==> config.mk <==
export PLATFORM = sky130hd
export DESIGN_NAME = stepper_target_positioner
export DESIGN_NICKNAME = d
export VERILOG_FILES = /design/src/rtl/stp_pkg.sv /design/src/rtl/stp_csr.sv /design/src/rtl/stp_target.sv /design/src/rtl/stp_tracker.sv /design/src/rtl/stepper_target_positioner.sv
export VERILOG_INCLUDE_DIRS = /design/src /design/src/rtl
export SDC_FILE = /design/constraint.sdc
export NUM_CORES = 1
export LEC_CHECK = 0
export ABC_CLOCK_PERIOD_IN_PS = 18540
export BUFFER_PORTS_ARGS = -buffer_cell sky130_fd_sc_hd__buf_2
export CAP_MARGIN = 20
export CELL_PAD_IN_SITES_DETAIL_PLACEMENT = 1
export CELL_PAD_IN_SITES_GLOBAL_PLACEMENT = 1
export CORE_ASPECT_RATIO = 0.5
export CORE_UTILIZATION = 30
export CTS_BUF_LIST = sky130_fd_sc_hd__clkbuf_4
export DETAILED_ROUTE_END_ITERATION = 8
export HOLD_SLACK_MARGIN = 0.05
export PLACE_DENSITY_LB_ADDON = 0.1
export SYNTH_ARGS = -nofsm -noshare
export SYNTH_HDL_FRONTEND = slang
export SYNTH_SLANG_ARGS = --single-unit
==> constraint.sdc <==
create_clock -name clock -period 18.54 [get_ports clock]
set_input_delay 0 -clock clock [delete_from_list [all_inputs] [get_ports clock]]
set_output_delay 0 -clock clock [all_outputs]
set_load 0.02 [all_outputs]
==> src/rtl/stepper_target_positioner_macros.svh <==
// ------------------------------------------------------------------------
// Stepper target positioner assertion macros
// Shared concurrent assertion forms for the positioner RTL.
// ------------------------------------------------------------------------
`ifndef STEPPER_TARGET_POSITIONER_MACROS_SVH
`define STEPPER_TARGET_POSITIONER_MACROS_SVH

// Same-cycle implication, disabled during reset.
`define STP_ASSERT_SAME(label, clk, rst, cond, expr) \
   label: assert property (@(posedge clk) disable iff (rst) (cond) |-> (expr)) \
      else $error("stepper positioner check failed");

// Next-cycle implication, disabled during reset.
`define STP_ASSERT_NEXT(label, clk, rst, cond, expr) \
   label: assert property (@(posedge clk) disable iff (rst) (cond) |=> (expr)) \
      else $error("stepper positioner check failed");

`endif

==> src/rtl/stp_pkg.sv <==
// ------------------------------------------------------------------------
// Stepper positioner package
// Shared types, codes, register defaults and a helper function.
// ------------------------------------------------------------------------
`timescale 1ns / 1ps

package stp_pkg;

   localparam int POS_W   = 16;
   localparam int COUNT_W = 10;
   localparam int SPEED_W = 4;
   localparam int HALF_W  = 10;
   localparam int OFF_W   = 12;
   localparam int CSR_IDX_W = 3;

   localparam int STALL_TICKS_DEFAULT   = 500;
   localparam int REISSUE_TICKS_DEFAULT = 20;

   // Reissue counter load value that forces a step on a speed change.
   localparam logic [COUNT_W-1:0] REISSUE_RELOAD = COUNT_W'(1000);
   localparam logic [POS_W-1:0]   POS_MAX        = '1;

   // Item opcodes.
   localparam logic OP_START = 1'b0;
   localparam logic OP_TICK  = 1'b1;

   // Approach sides.
   localparam logic [1:0] SIDE_EITHER = 2'd0;
   localparam logic [1:0] SIDE_BELOW  = 2'd1;
   localparam logic [1:0] SIDE_ABOVE  = 2'd2;

   // Speed band selectors into the packed speed code register.
   localparam logic [1:0] BAND_FAST   = 2'd0;
   localparam logic [1:0] BAND_MEDIUM = 2'd1;
   localparam logic [1:0] BAND_SLOW   = 2'd2;
   localparam logic [1:0] BAND_CRAWL  = 2'd3;

   // Configuration register indexes.
   localparam logic [CSR_IDX_W-1:0] CSR_FAR_DISTANCE   = 3'd0;
   localparam logic [CSR_IDX_W-1:0] CSR_CLOSE_DISTANCE = 3'd1;
   localparam logic [CSR_IDX_W-1:0] CSR_NEAR_DISTANCE  = 3'd2;
   localparam logic [CSR_IDX_W-1:0] CSR_SPEED_CODES    = 3'd3;
   localparam logic [CSR_IDX_W-1:0] CSR_HALF_STEP      = 3'd4;
   localparam logic [CSR_IDX_W-1:0] CSR_APPROACH_OFF   = 3'd5;
   localparam logic [CSR_IDX_W-1:0] CSR_LOWER_LIMIT    = 3'd6;
   localparam logic [CSR_IDX_W-1:0] CSR_UPPER_LIMIT    = 3'd7;

   typedef enum logic [1:0] {
      PHASE_IDLE  = 2'd0,
      PHASE_PRE   = 2'd1,
      PHASE_FINAL = 2'd2
   } phase_type;

   typedef enum logic [1:0] {
      STATUS_IDLE    = 2'd0,
      STATUS_MOVING  = 2'd1,
      STATUS_ARRIVED = 2'd2,
      STATUS_STALLED = 2'd3
   } status_type;

   typedef struct packed {
      logic [POS_W-1:0]  far_distance;
      logic [POS_W-1:0]  close_distance;
      logic [POS_W-1:0]  near_distance;
      logic [POS_W-1:0]  speed_codes;
      logic [HALF_W-1:0] half_step;
      logic [OFF_W-1:0]  approach_offset;
      logic [POS_W-1:0]  lower_limit;
      logic [POS_W-1:0]  upper_limit;
   } cfg_type;

   localparam cfg_type CFG_RESET = '{
      far_distance:    16'd200,
      close_distance:  16'd100,
      near_distance:   16'd50,
      speed_codes:     16'd17440,
      half_step:       10'd4,
      approach_offset: 12'd100,
      lower_limit:     16'd0,
      upper_limit:     16'd65535
   };

   // Direction and clamped target of one phase.
   typedef struct packed {
      logic             down;
      logic [POS_W-1:0] target;
   } plan_type;

   // Per-phase progress tracking state.
   typedef struct packed {
      logic [POS_W-1:0]   best;
      logic [COUNT_W-1:0] no_progress;
      logic [COUNT_W-1:0] reissue;
      logic [SPEED_W-1:0] speed;
   } track_type;

   // Tick evaluation results handed to the control logic.
   typedef struct packed {
      logic               go;
      logic               stalled;
      logic               step;
      logic [SPEED_W-1:0] speed;
   } tick_type;

   // Selects one speed code nibble from the packed register.
   function automatic logic [SPEED_W-1:0] code_of(input logic [POS_W-1:0] codes,
                                                  input logic [1:0] band);
      logic [SPEED_W-1:0] code;
      case (band)
         BAND_FAST:   code = codes[3:0];
         BAND_MEDIUM: code = codes[7:4];
         BAND_SLOW:   code = codes[11:8];
         BAND_CRAWL:  code = codes[15:12];
         default:     code = codes[3:0];
      endcase
      return code;
   endfunction

endpackage

==> src/rtl/stp_csr.sv <==
// ------------------------------------------------------------------------
// Stepper positioner configuration registers
// Holds the eight configuration registers written through the CSR port.
// ------------------------------------------------------------------------
`timescale 1ns / 1ps

module stp_csr (
   input  logic                            clock,
   input  logic                            reset,
   input  logic                            csr_valid,
   output logic                            csr_ready,
   input  logic [stp_pkg::CSR_IDX_W-1:0]   csr_index,
   input  logic [stp_pkg::POS_W-1:0]       csr_data,
   output stp_pkg::cfg_type                cfg
);

   stp_pkg::cfg_type cfg_ff;
   stp_pkg::cfg_type cfg_in;

   // The register file never back-pressures a write.
   assign csr_ready = 1'b1;
   assign cfg       = cfg_ff;

   // Decode the register index of a write transaction.
   always_comb begin
      cfg_in = cfg_ff;
      if (csr_valid && csr_ready) begin
         case (csr_index)
            stp_pkg::CSR_FAR_DISTANCE:   cfg_in.far_distance    = csr_data;
            stp_pkg::CSR_CLOSE_DISTANCE: cfg_in.close_distance  = csr_data;
            stp_pkg::CSR_NEAR_DISTANCE:  cfg_in.near_distance   = csr_data;
            stp_pkg::CSR_SPEED_CODES:    cfg_in.speed_codes     = csr_data;
            stp_pkg::CSR_HALF_STEP:
               cfg_in.half_step = csr_data[stp_pkg::HALF_W-1:0];
            stp_pkg::CSR_APPROACH_OFF:
               cfg_in.approach_offset = csr_data[stp_pkg::OFF_W-1:0];
            stp_pkg::CSR_LOWER_LIMIT:    cfg_in.lower_limit     = csr_data;
            stp_pkg::CSR_UPPER_LIMIT:    cfg_in.upper_limit     = csr_data;
            default:                     cfg_in = cfg_ff;
         endcase
      end
   end

   always_ff @(posedge clock) begin
      if (reset) begin
         cfg_ff <= stp_pkg::CFG_RESET;
      end else begin
         cfg_ff <= cfg_in;
      end
   end

endmodule

==> src/rtl/stp_target.sv <==
// ------------------------------------------------------------------------
// Stepper positioner phase planner
// Decides arrival on start and computes clamped pre-move and final targets.
// ------------------------------------------------------------------------
`timescale 1ns / 1ps

module stp_target (
   input  logic [stp_pkg::POS_W-1:0] goal,
   input  logic [stp_pkg::POS_W-1:0] position,
   input  logic [1:0]                approach_side,
   input  stp_pkg::cfg_type          cfg,
   output logic                      arrive_now,
   output logic                      start_pre,
   output stp_pkg::plan_type         start_plan,
   output stp_pkg::plan_type         final_plan
);

   localparam int W = stp_pkg::POS_W;

   logic [W-1:0] distance;
   logic [W:0]   tolerance;
   logic [W:0]   offset_ext;
   logic [W:0]   half_ext;
   logic [W:0]   goal_plus_off;
   logic [W:0]   goal_minus_off;
   logic [W:0]   goal_plus_half;
   logic [W:0]   goal_minus_half;
   logic [W:0]   position_plus_off;
   logic [W-1:0] below_target;
   logic [W-1:0] above_target;
   logic [W-1:0] final_target;
   logic         final_down;
   logic         pre_below;
   logic         pre_above;

   // Limits the saturated target to the configured travel range.
   function automatic logic [W-1:0] clamp_limits(input logic [W-1:0] value,
                                                 input logic [W-1:0] lower,
                                                 input logic [W-1:0] upper);
      logic [W-1:0] result;
      if (value < lower) begin
         result = lower;
      end else if (value > upper) begin
         result = upper;
      end else begin
         result = value;
      end
      return result;
   endfunction

   // Saturating sums, one bit wider to catch the carry or borrow.
   assign offset_ext        = (W+1)'(cfg.approach_offset);
   assign half_ext          = (W+1)'(cfg.half_step);
   assign goal_plus_off     = {1'b0, goal} + offset_ext;
   assign goal_minus_off    = {1'b0, goal} - offset_ext;
   assign goal_plus_half    = {1'b0, goal} + half_ext;
   assign goal_minus_half   = {1'b0, goal} - half_ext;
   assign position_plus_off = {1'b0, position} + offset_ext;

   // Arrival test: distance strictly below twice the half-step.
   assign distance   = (position > goal) ? (position - goal) : (goal - position);
   assign tolerance  = (W+1)'({cfg.half_step, 1'b0});
   assign arrive_now = {1'b0, distance} < tolerance;

   assign below_target = goal_minus_off[W] ? '0 : goal_minus_off[W-1:0];
   assign above_target = goal_plus_off[W] ? stp_pkg::POS_MAX : goal_plus_off[W-1:0];

   // The final approach stops a half-step short on the side the position is on.
   always_comb begin
      final_down = position > goal;
      if (final_down) begin
         final_target = goal_plus_half[W] ? stp_pkg::POS_MAX : goal_plus_half[W-1:0];
      end else begin
         final_target = goal_minus_half[W] ? '0 : goal_minus_half[W-1:0];
      end
      final_plan.down   = final_down;
      final_plan.target = clamp_limits(final_target, cfg.lower_limit, cfg.upper_limit);
   end

   // A pre-move is needed when the position is not yet past the overshoot point.
   assign pre_below = (approach_side == stp_pkg::SIDE_BELOW) &&
                      (position_plus_off > {1'b0, goal});
   assign pre_above = (approach_side == stp_pkg::SIDE_ABOVE) &&
                      ({1'b0, position} < goal_plus_off);
   assign start_pre = pre_below || pre_above;

   always_comb begin
      if (pre_below) begin
         start_plan.down   = 1'b1;
         start_plan.target = clamp_limits(below_target, cfg.lower_limit, cfg.upper_limit);
      end else if (pre_above) begin
         start_plan.down   = 1'b0;
         start_plan.target = clamp_limits(above_target, cfg.lower_limit, cfg.upper_limit);
      end else begin
         start_plan = final_plan;
      end
   end

endmodule

==> src/rtl/stp_tracker.sv <==
// ------------------------------------------------------------------------
// Stepper positioner tick tracker
// Picks the speed band, follows progress and paces step commands.
// ------------------------------------------------------------------------
`timescale 1ns / 1ps

module stp_tracker #(
   parameter int STALL_TICKS   = stp_pkg::STALL_TICKS_DEFAULT,
   parameter int REISSUE_TICKS = stp_pkg::REISSUE_TICKS_DEFAULT
) (
   input  logic                      phase_down,
   input  logic [stp_pkg::POS_W-1:0] phase_target,
   input  stp_pkg::track_type        track,
   input  logic [stp_pkg::POS_W-1:0] position,
   input  stp_pkg::cfg_type          cfg,
   output stp_pkg::tick_type         tick,
   output stp_pkg::track_type        track_next
);

   localparam int CW = stp_pkg::COUNT_W;
   localparam logic [CW-1:0] STALL_LIMIT   = CW'(STALL_TICKS);
   localparam logic [CW-1:0] REISSUE_LIMIT = CW'(REISSUE_TICKS);

   logic [stp_pkg::POS_W-1:0]   distance;
   logic [1:0]                  band;
   logic [stp_pkg::SPEED_W-1:0] new_speed;
   logic                        better;
   logic [CW-1:0]               no_progress_eff;
   logic [CW-1:0]               reissue_eff;
   logic                        step_fire;

   // The phase runs while the position has not reached the target.
   assign tick.go   = phase_down ? (position > phase_target) : (position < phase_target);
   assign distance  = phase_down ? (position - phase_target) : (phase_target - position);

   // Speed band: up moves never use the crawl band.
   always_comb begin
      if (distance > cfg.far_distance) begin
         band = stp_pkg::BAND_FAST;
      end else if (distance > cfg.close_distance) begin
         band = stp_pkg::BAND_MEDIUM;
      end else if (!phase_down || distance > cfg.near_distance) begin
         band = stp_pkg::BAND_SLOW;
      end else begin
         band = stp_pkg::BAND_CRAWL;
      end
   end

   assign new_speed = stp_pkg::code_of(cfg.speed_codes, band);
   assign better    = phase_down ? (position < track.best) : (position > track.best);

   // A speed change forces an immediate reissue; a new best restarts stall timing.
   assign reissue_eff     = (new_speed != track.speed) ? stp_pkg::REISSUE_RELOAD
                                                       : track.reissue;
   assign no_progress_eff = better ? '0 : track.no_progress;
   assign tick.stalled    = tick.go && (no_progress_eff > STALL_LIMIT);
   assign tick.speed      = new_speed;
   assign tick.step       = step_fire;

   // Counter updates for a running phase.
   always_comb begin
      track_next = track;
      step_fire  = 1'b0;
      if (tick.go) begin
         track_next.speed       = new_speed;
         track_next.best        = better ? position : track.best;
         track_next.no_progress = no_progress_eff;
         track_next.reissue     = reissue_eff;
         if (!tick.stalled) begin
            track_next.no_progress = no_progress_eff + 1'b1;
            if (reissue_eff > REISSUE_LIMIT) begin
               track_next.reissue = '0;
               step_fire          = 1'b1;
            end else begin
               track_next.reissue = reissue_eff + 1'b1;
            end
         end
      end
   end

endmodule

==> src/rtl/stepper_target_positioner.sv <==
// ------------------------------------------------------------------------
// Stepper target positioner
// Two-phase stepper move controller with one-sided backlash take-up.
// ------------------------------------------------------------------------
// The block takes one transaction per clock cycle while req_stall is low:
// a start or a position tick is evaluated in the cycle it is accepted,
// the phase state updates at that edge, and its single result transaction
// appears on the rsp_ side in the next cycle from the result register.
// req_stall rises only while that result register holds an untaken
// result and rsp_stall is high, so with an open output the sustained
// rate is one item per cycle. Configuration writes are accepted every
// cycle (csr_ready is always high) and should be made while no move runs.
`timescale 1ns / 1ps

`include "stepper_target_positioner_macros.svh"

module stepper_target_positioner #(
   parameter int STALL_TICKS   = stp_pkg::STALL_TICKS_DEFAULT,
   parameter int REISSUE_TICKS = stp_pkg::REISSUE_TICKS_DEFAULT
) (
   input  logic                              clock,
   input  logic                              reset,
   // Item input channel.
   input  logic                              req_valid,
   output logic                              req_stall,
   input  logic                              req_opcode,
   input  logic [stp_pkg::POS_W-1:0]         req_goal,
   input  logic [1:0]                        req_approach_side,
   input  logic [stp_pkg::POS_W-1:0]         req_sensed_position,
   // Result channel.
   output logic                              rsp_valid,
   input  logic                              rsp_stall,
   output logic                              rsp_step_now,
   output logic [stp_pkg::SPEED_W-1:0]       rsp_step_speed,
   output logic                              rsp_move_down,
   output logic                              rsp_stop_now,
   output logic [1:0]                        rsp_move_status,
   // Configuration write channel.
   input  logic                              csr_valid,
   output logic                              csr_ready,
   input  logic [stp_pkg::CSR_IDX_W-1:0]     csr_index,
   input  logic [stp_pkg::POS_W-1:0]         csr_data
);

   localparam logic [stp_pkg::COUNT_W-1:0] NO_PROGRESS_MAX =
      stp_pkg::COUNT_W'(STALL_TICKS + 1);

   stp_pkg::cfg_type   cfg;
   stp_pkg::plan_type  start_plan;
   stp_pkg::plan_type  final_plan;
   stp_pkg::tick_type  tick;
   stp_pkg::track_type track_next;
   stp_pkg::plan_type  begin_plan;

   // Move state.
   stp_pkg::phase_type          phase_ff, phase_in;
   logic                        phase_down_ff, phase_down_in;
   logic [stp_pkg::POS_W-1:0]   phase_target_ff, phase_target_in;
   logic [stp_pkg::POS_W-1:0]   command_target_ff, command_target_in;
   stp_pkg::track_type          track_ff, track_in;
   logic                        stall_seen_ff, stall_seen_in;

   // Result register.
   logic                        rsp_valid_ff, rsp_valid_in;
   logic                        step_now_ff, step_now_in;
   logic [stp_pkg::SPEED_W-1:0] step_speed_ff, step_speed_in;
   logic                        move_down_ff, move_down_in;
   logic                        stop_now_ff, stop_now_in;
   stp_pkg::status_type         status_ff, status_in;

   logic                        accept;
   logic                        begin_phase;
   stp_pkg::phase_type          begin_which;
   logic                        arrive_now;
   logic                        start_pre;
   logic [stp_pkg::POS_W-1:0]   goal_sel;
   logic                        stall_seen_new;

   stp_csr u_csr (
      .clock     (clock),
      .reset     (reset),
      .csr_valid (csr_valid),
      .csr_ready (csr_ready),
      .csr_index (csr_index),
      .csr_data  (csr_data),
      .cfg       (cfg)
   );

   // The final approach aims at the new goal on a start and the stored one on a tick.
   assign goal_sel = (req_opcode == stp_pkg::OP_START) ? req_goal : command_target_ff;

   stp_target u_target (
      .goal          (goal_sel),
      .position      (req_sensed_position),
      .approach_side (req_approach_side),
      .cfg           (cfg),
      .arrive_now    (arrive_now),
      .start_pre     (start_pre),
      .start_plan    (start_plan),
      .final_plan    (final_plan)
   );

   stp_tracker #(
      .STALL_TICKS   (STALL_TICKS),
      .REISSUE_TICKS (REISSUE_TICKS)
   ) u_tracker (
      .phase_down   (phase_down_ff),
      .phase_target (phase_target_ff),
      .track        (track_ff),
      .position     (req_sensed_position),
      .cfg          (cfg),
      .tick         (tick),
      .track_next   (track_next)
   );

   // Input is held back only while an untaken result blocks the register.
   assign accept    = req_valid && !req_stall;
   assign req_stall = rsp_valid_ff && rsp_stall;

   // Next move state and result for an accepted transaction.
   always_comb begin
      phase_in          = phase_ff;
      phase_down_in     = phase_down_ff;
      phase_target_in   = phase_target_ff;
      command_target_in = command_target_ff;
      track_in          = track_ff;
      stall_seen_in     = stall_seen_ff;
      step_now_in       = 1'b0;
      step_speed_in     = '0;
      move_down_in      = 1'b0;
      stop_now_in       = 1'b0;
      status_in         = stp_pkg::STATUS_IDLE;
      begin_phase       = 1'b0;
      begin_which       = stp_pkg::PHASE_FINAL;
      begin_plan        = final_plan;
      stall_seen_new    = stall_seen_ff;

      if (accept) begin
         if (req_opcode == stp_pkg::OP_START) begin
            // Start: a running move is dropped.
            stall_seen_in     = 1'b0;
            command_target_in = req_goal;
            if (arrive_now) begin
               phase_in  = stp_pkg::PHASE_IDLE;
               status_in = stp_pkg::STATUS_ARRIVED;
            end else begin
               begin_phase  = 1'b1;
               begin_which  = start_pre ? stp_pkg::PHASE_PRE : stp_pkg::PHASE_FINAL;
               begin_plan   = start_plan;
               status_in    = stp_pkg::STATUS_MOVING;
               move_down_in = start_plan.down;
            end
         end else if (phase_ff != stp_pkg::PHASE_IDLE) begin
            track_in = track_next;
            if (!tick.go || tick.stalled) begin
               // Phase end: stop, then either the final approach or the end of the move (arrived or stalled).
               stop_now_in    = 1'b1;
               move_down_in   = phase_down_ff;
               stall_seen_new = stall_seen_ff || tick.stalled;
               stall_seen_in  = stall_seen_new;
               if (phase_ff == stp_pkg::PHASE_PRE) begin
                  begin_phase = 1'b1;
                  status_in   = stp_pkg::STATUS_MOVING;
               end else begin
                  phase_in  = stp_pkg::PHASE_IDLE;
                  status_in = stall_seen_new ? stp_pkg::STATUS_STALLED
                                             : stp_pkg::STATUS_ARRIVED;
               end
            end else begin
               status_in     = stp_pkg::STATUS_MOVING;
               move_down_in  = phase_down_ff;
               step_now_in   = tick.step;
               step_speed_in = tick.step ? tick.speed : '0;
            end
         end
      end

      // Phase start loads a fresh target and tracking state.
      if (begin_phase) begin
         phase_in        = begin_which;
         phase_down_in   = begin_plan.down;
         phase_target_in = begin_plan.target;
         track_in.best   = begin_plan.down ? stp_pkg::POS_MAX : '0;
         track_in.no_progress = '0;
         track_in.reissue     = '0;
         track_in.speed       = stp_pkg::code_of(cfg.speed_codes, stp_pkg::BAND_FAST);
      end
   end

   // The result register holds until the transaction is taken.
   assign rsp_valid_in = accept || (rsp_valid_ff && rsp_stall);

   always_ff @(posedge clock) begin
      if (reset) begin
         phase_ff          <= stp_pkg::PHASE_IDLE;
         phase_down_ff     <= 1'b0;
         phase_target_ff   <= '0;
         command_target_ff <= '0;
         track_ff          <= '0;
         stall_seen_ff     <= 1'b0;
         rsp_valid_ff      <= 1'b0;
      end else begin
         phase_ff          <= phase_in;
         phase_down_ff     <= phase_down_in;
         phase_target_ff   <= phase_target_in;
         command_target_ff <= command_target_in;
         track_ff          <= track_in;
         stall_seen_ff     <= stall_seen_in;
         rsp_valid_ff      <= rsp_valid_in;
      end
   end

   // Result payload loads only on an accepted transaction.
   always_ff @(posedge clock) begin
      if (accept) begin
         step_now_ff   <= step_now_in;
         step_speed_ff <= step_speed_in;
         move_down_ff  <= move_down_in;
         stop_now_ff   <= stop_now_in;
         status_ff     <= status_in;
      end
   end

   assign rsp_valid       = rsp_valid_ff;
   assign rsp_step_now    = step_now_ff;
   assign rsp_step_speed  = step_speed_ff;
   assign rsp_move_down   = move_down_ff;
   assign rsp_stop_now    = stop_now_ff;
   assign rsp_move_status = status_ff;

   // A step command is only issued while the move continues.
   `STP_ASSERT_SAME(a_step_while_moving, clock, reset, rsp_valid && rsp_step_now, rsp_move_status == stp_pkg::STATUS_MOVING)
   // A stop always belongs to an active move.
   `STP_ASSERT_SAME(a_stop_not_idle, clock, reset, rsp_valid && rsp_stop_now, rsp_move_status != stp_pkg::STATUS_IDLE)
   // A tick with no move running yields an idle result.
   `STP_ASSERT_NEXT(a_idle_tick, clock, reset, accept && req_opcode == stp_pkg::OP_TICK && phase_ff == stp_pkg::PHASE_IDLE, rsp_valid && rsp_move_status == stp_pkg::STATUS_IDLE && !rsp_stop_now)
   // The stall counter never runs past its limit.
   `STP_ASSERT_SAME(a_no_progress_bound, clock, reset, 1'b1, track_ff.no_progress <= NO_PROGRESS_MAX)

endmodule
==> out/metrics.csv, run 1 <==
metric,value,unit
asr flop ratio synth,0,%
post-route ant nets,0,
Peak VDD IR,0.0369,mV
Hold Startpoint,csr_data[6],
final slew viol count,0,
register area share after synthesis,20.6,%
r2r startpoint,command_target_ff[10],
CTS root buffer,clkbuf_4,
post-synth cell types,90,
Starting Density,30.8,%
Critical Path Fanout Max,31,
DPL Wire Length,73700,µm
first-pass GRT wire length,141000,µm
CP bufs+invs,7,
Fillers,8075,
ys flop type,dfxtp_1,
TritonCTS buffer count,58,
power share of the clock group,25.4,%
P_sw,0.837,mW
Slew @ Worst Pin,1060,ps
cell-internal power,0.999,mW
CP max stage delay,750,ps
vias in the first global route,20700,
core area,65900,µm²
Synth top area share,19.7,%
setup bufs post-CTS,0,
"Slowest-stage cell, CP",nand2_1,
synthesized netlist net count,3048,
Leak,9.94,nW
Layout area overhead,15.1,%
H-tree depth,2,
Reg2Reg Depth,24,
# DRC,0,
sw frac,45.6,%
Worst EP required,19310,ps
crit path kind,input pin to flop,
die width,370,µm
Final Hold Viols,0,
largest net degree at the start of global routing,55,
Critical Path AT,8640,ps
CTS sink count,204,
CTS resizes,0,
status,completed,
Util after Layout,35.4,%
Comb pwr share,48.6,%
Setup crit end kind,flop,
GR Util All Layers,27.8,%
worst hold path depth,4,
post-synthesis area per instance,7.62,µm²
highest clock rate,127,MHz
CP most frequent cell,buf_4,
CTS max path bufs,3,
PD cells,78.8,nW/µm²
Worst Clk Skew,71.6,ps
Vias,21000,
Top Ports,71,
CP top delay family,buffers and inverters,
# rows,66,
first drt pass iteration count,5,
Worst Hold End,u_csr.cfg[50],
grt ovf,0,
vias per inst,5.62,
port bufs,69,
setup violators final,0,
unrepaired setup endpoints after global routing,false,
Max-Cap Viols,0,
startpoint types,input pin,
Avg WL per Cell,25.8,µm
"EDFF count, synth",9,
reg2reg end,phase_target_ff[1],
Post-Route Setup TNS,0,ps
synthesized area,20300,µm²
TritonCTS clock tree,yes,
register area,4170,µm²
Layout Nets,3186,
"Clk pin slew, worst setup/hold paths",70,ps
Ys Warns,0,
Multi-input gate area,14800,µm²
DRT Wirelength,96200,µm
layout cell share with drive strength beyond 1,9.56,%
initial antenna violation count,6,
largest area contributor in the netlist,ha_1,
worst min-delay path class,input pin to flop,
post-route minimum period,7870,ps
"top cells by area, synth","ha_1, dfxtp_1, a21oi_1",
Tcrit/Tclk final,42.5,%
"FF+latch count, synth",204,
DIE AREA,68700,µm²
clock latency on the worst-skew pair,910,ps
chip height,186,µm
Synth Instances,2661,
1st-iter DRT viols,1504,
Seq pwr share,26.0,%
Final GP Congestion,0.915,
Slew HR,27.4,%
Reg2Reg Setup Slack,10780,ps
-- sequential cells by signal, indices dropped and copies added (netlist names) --
signal and cells:
track_ff 40, u_csr.cfg 118, phase_down_ff 1, rsp_step_now 1, rsp_step_speed 4, phase_ff 2
command_target_ff 16, phase_target_ff 16, stall_seen_ff 1, rsp_move_down 1, rsp_stop_now 1, rsp_valid 1
rsp_move_status 2
-- final cells by class --
class,count,area share (%)
Sequential cell,204,17.9
Tap cell,884,4.74
Clock inverter,17,0.343
Inverter,226,3.64
Antenna cell,3,0.0322
Timing Repair Buffer,212,7.21
Multi-Input combinational cell,2097,63.3
Clock buffer,88,2.83
-- cells in the mapped netlist (11+ instances only) --
library cell	count
o221ai_1	17
ha_1	319
a31oi_1	29
a211o_1	12
mux2_2	20
a21o_1	80
a221oi_1	13
nand2b_1	22
inv_1	222
o21a_1	33
nor2b_1	36
and2_1	11
xnor2_1	43
nand4_1	53
nor2_1	161
o211ai_1	64
mux2i_1	66
o21ai_0	111
nand3_1	56
xor2_1	22
a211oi_1	64
nand2_1	350
o21bai_1	22
dfxtp_1	195
nor4_1	15
clkbuf_1	104
nor3_1	33
o22ai_1	17
a21oi_1	264
-- cell usage in the layout (no fill, tap or decap), types with 13 or more instances in the layout --
cell type	count
a211oi_1	63
nand4_1	53
o211ai_1	64
o221ai_1	17
a21oi_1	263
o21a_1	33
nor4_1	15
nor2_1	158
a21o_1	80
mux2i_1	66
mux2_2	20
inv_1	222
buf_4	46
nand2_1	350
dfxtp_1	195
a31oi_1	28
clkbuf_4	89
nand3_1	56
o21bai_1	22
buf_2	68
dlygate4sd3_1	96
xnor2_1	43
nor3_1	30
o22ai_1	17
xor2_1	22
a221oi_1	13
o21ai_0	111
nand2b_1	22
nor2b_1	36
ha_1	319
-- metal layers --
metal  part of all wire [%]  GRT usage [%]  wire length, µm  up-vias
met5                      0              0                0        -
met4                    1.7           5.57             1680        0
met3                    6.2           4.33             5980       97
met2                     41           40.7            39000      531
met1                     51           42.1            49500    10400
li1                       -              -                -     9912
-- per-stage QoR --
step	instances	hold slack (ps)	worst slack, ps	power [mW]	area [µm²]
CTS	3727	55.7	10700	1.84	23300
floorplan	2661	124	11840	1.04	20300
detailed placement	3526	235	10440	1.34	21600
finish	3731	137	10670	1.84	23300
global placement	3525	236	10590	1.33	21600
global route	3730	106	10300	1.96	23300
-- timing repair --
item,in CTS,in global routing
setup endpoints to repair,0,0
hold buffers,96,0
hold endpoints to repair,175,0
-- worst max path at each step --
stage | startpoint | cells past startpoint | endpoint
after detailed placement | req_sensed_position[1] | 33 | rsp_step_speed[3]
after global routing | req_opcode | 26 | phase_target_ff[1]
after floorplan | req_opcode | 27 | phase_target_ff[14]
final | req_opcode | 26 | phase_target_ff[1]
after CTS | phase_target_ff[1] | 31 | rsp_step_speed[3]
after global placement | req_opcode | 25 | phase_target_ff[1]
-- logic make-up (layout without fill, tap and decap cells) --
kind of cell             count (synthesis)  after routing  share of synthesized area (%)
AO/OA/AOI/OAI                          824            824                           26.7
XOR/XNOR                                65             65                           2.81
adder cells (fa/ha/maj)                328            328                           20.6
buffers and inverters                  360            543                           6.88
flip-flops                             204            204                           20.6
multiplexers                            86             86                           4.37
other                                    1              4                         0.0185
AND/OR/NAND/NOR                        793            793                           18.0
-- power groups by stage --
stage                     Clock [mW]  Combinational, mW  Sequential [mW]
after detailed placement           0              0.854            0.488
after floorplan                    0              0.558            0.482
after global placement             0              0.845            0.487
after CTS                      0.482              0.877            0.478
final                          0.466              0.892            0.478
after global routing           0.504              0.972            0.480
-- worst reg2reg max path: cells and delay by family, from the launching register on --
family / cells / cell delay (ps)
AO/OA/AOI/OAI: 10 / 2560
XOR/XNOR: 1 / 170
adder cells (fa/ha/maj): 2 / 840
buffers and inverters: 5 / 1500
flip-flops: 1 / 340
multiplexers: 2 / 470
AND/OR/NAND/NOR: 4 / 1740
(Power assumes the default switching activity.)
==> inputs of run 2 (changes only) <==
Settings changed: ABC_CLOCK_PERIOD_IN_PS 18540 to 6900.
Clock period 18.54 ns to 6.9 ns, I/O delays scaled along.
==> run 2 against run 1 <==
  * Routed wire length up 2.9%
  * Global-route usage up 0.76 points
  * Clock-buffer cell count up 2
  * Critical path depth up 2
  * Cell area up 3.9%
  * Core utilization up 1.4 points
==> out/metrics.csv, run 2 (synthesized netlist as in run 1, its figures left out) <==
metric,value,unit,change
Worst Clk Skew,85.8,ps,+14.2 ps
register area,4180,µm²,about the same
DRT Wirelength,99000,µm,+2.9%
H-tree depth,2,,unchanged
die width,370,µm,unchanged
Tot Pwr,5.14,mW,+180%
PD cells,212,nW/µm²,+170%
crit path kind,flop to flop,,
TritonCTS clock tree,yes,,
"leading cell types in the layout, fill and taps excluded","nand2_1, ha_1, a21oi_1",,
# DRC,0,,unchanged
r2r startpoint,command_target_ff[5],,
Util after Layout,36.8,%,+1.4 points
final slew viol count,0,,unchanged
vias per inst,5.63,,about the same
TritonCTS buffer count,57,,-1.7%
initial antenna violation count,3,,-3
first-pass GRT wire length,144000,µm,+2.5%
port bufs,69,,unchanged
Leak,10.4,nW,+5.0%
grt ovf,0,,unchanged
GR Util All Layers,28.5,%,+0.76 points
DIE AREA,68700,µm²,unchanged
sw frac,44.3,%,-1.3 points
Hold Startpoint,csr_data[5],,
Slew @ Worst Pin,1050,ps,-7.82 ps
Slew HR,29.4,%,+1.9 points
"Slowest-stage cell, CP",dlygate4sd3_1,,
1st-iter DRT viols,1689,,+12%
Peak VDD IR,0.108,mV,+190%
Critical Path Fanout Max,24,,-23%
Avg WL per Cell,25.9,µm,+0.54%
Final GP Congestion,0.941,,+2.8%
Fillers,8113,,+0.47%
Final Hold Viols,0,,unchanged
core area,65900,µm²,unchanged
Critical Path Source,command_target_ff[5],,
CTS root buffer,clkbuf_4,,
CTS sink count,204,,unchanged
Vias,21500,,+2.4%
post-route design area,24200,µm²,+3.9%
cell-internal power,2.86,mW,+190%
highest clock rate,153,MHz,
DPL Wire Length,76700,µm,+4.1%
smallest hold slack,143,ps,+5.95 ps
Post-Route Setup TNS,0,ps,unchanged
Top Ports,71,,unchanged
Tcrit/Tclk final,94.8,%,
Setup crit end kind,flop,,
max reg flops,118,,unchanged
Starting Density,30.8,%,unchanged
Layout area overhead,19.6,%,
# rows,66,,unchanged
Comb pwr share,49.9,%,+1.3 points
Multi-input gate area,14900,µm²,+1.2%
clock latency on the worst-skew pair,900,ps,about the same
first drt pass iteration count,5,,unchanged
vias in the first global route,21100,,+2.3%
layout cell share with drive strength beyond 1,13.1,%,+3.5 points
CP most frequent cell,buf_4,,
Area after DPL,22200,µm²,+2.7%
post-route minimum period,6540,ps,
status,completed,,
setup violators final,0,,unchanged
CP top delay family,compound AO/OA/AOI/OAI gates,,
Worst EP required,7740,ps,-11570 ps
power share of the clock group,25.0,%,-0.4 points
worst min-delay path class,input pin to flop,,
Max-Cap Viols,0,,unchanged
CTS max path bufs,3,,unchanged
Critical Path AT,7390,ps,-1250 ps
Seq pwr share,25.0,%,-1.0 points
chip height,186,µm,unchanged
largest net degree at the start of global routing,75,,+36%
"most common cell after layout, fill and taps aside",nand2_1,,
startpoint types,flop,,
post-route ant nets,0,,unchanged
Layout Nets,3274,,+2.8%
"Clk pin slew, worst setup/hold paths",80,ps,about the same
CP max stage delay,580,ps,-170 ps
P_sw,2.28,mW,+170%
CP bufs+invs,8,,+1
## run 2: cell count changes in the layout (fill, tap and decap cells not counted), moves of 4 or more
| cell | change |
|---|---|
| o311ai_0 | -4 |
| xnor2_1 | -6 |
| buf_4 | +81 |
| a21oi_2 | +4 |
| o311ai_1 | +4 |
| a21oi_1 | -5 |
| dlygate4sd3_1 | +7 |
| xnor2_2 | +6 |
## run 2: repair_timing
| item | CTS | global route |
|---|---|---|
| gates resized for setup | 0 | 40 |
| endpoints found under the setup margin | 0 | 21 |
| hold buffers | 103 | 0 |
| buffers inserted | 0 | 3 |
| endpoints found under the hold margin | 173 | 0 |
## run 2: tightest hold or removal path: stages
cell	delay, ps
dlygate4sd3_1	530
buf_2	240
nand2_1	100
o211ai_1	80
## run 2: final timing paths
kind / end / slack (ps) / cells after the start
max: track_ff[39] / 360 / 28
min: u_csr.cfg[37] / 140 / 4
max reg2reg: track_ff[39] / 360 / 28
min reg2reg: u_csr.cfg[82] / 450 / 2
## run 2: per-layer routing
| metal | GRT usage, % | wire, µm | vias up |
|---|---|---|---|
| met5 | 0 | 0 | - |
| met4 | 6.00 | 1800 | 0 |
| met3 | 4.61 | 5880 | 111 |
| met2 | 43.1 | 41200 | 580 |
| met1 | 42.0 | 50100 | 10700 |
| li1 | - | - | 10100 |
## run 2: power groups by stage
stage / clock network (mW) / registers (mW) / logic (mW)
2_1_floorplan: 0 / 1.29 / 1.50
3_3_place_gp: 0 / 1.31 / 2.38
3_5_place_dp: 0 / 1.31 / 2.40
4_1_cts: 1.34 / 1.29 / 2.46
5_1_grt: 1.40 / 1.29 / 2.80
6_report: 1.29 / 1.29 / 2.57
## run 2: layout make-up
class,count,area share [%]
Antenna cell,3,0.0310
Clock inverter,15,0.398
Tap cell,884,4.56
Multi-Input combinational cell,2097,61.6
Inverter,226,3.50
Timing Repair Buffer,301,9.85
Clock buffer,90,2.79
Sequential cell,204,17.2
## run 2: through the flow
step	instances	worst slack, ps
4_1_cts	3811	107
6_report	3820	357
3_3_place_gp	3603	299
5_1_grt	3818	-37.2
3_5_place_dp	3603	54.3
2_1_floorplan	2661	205
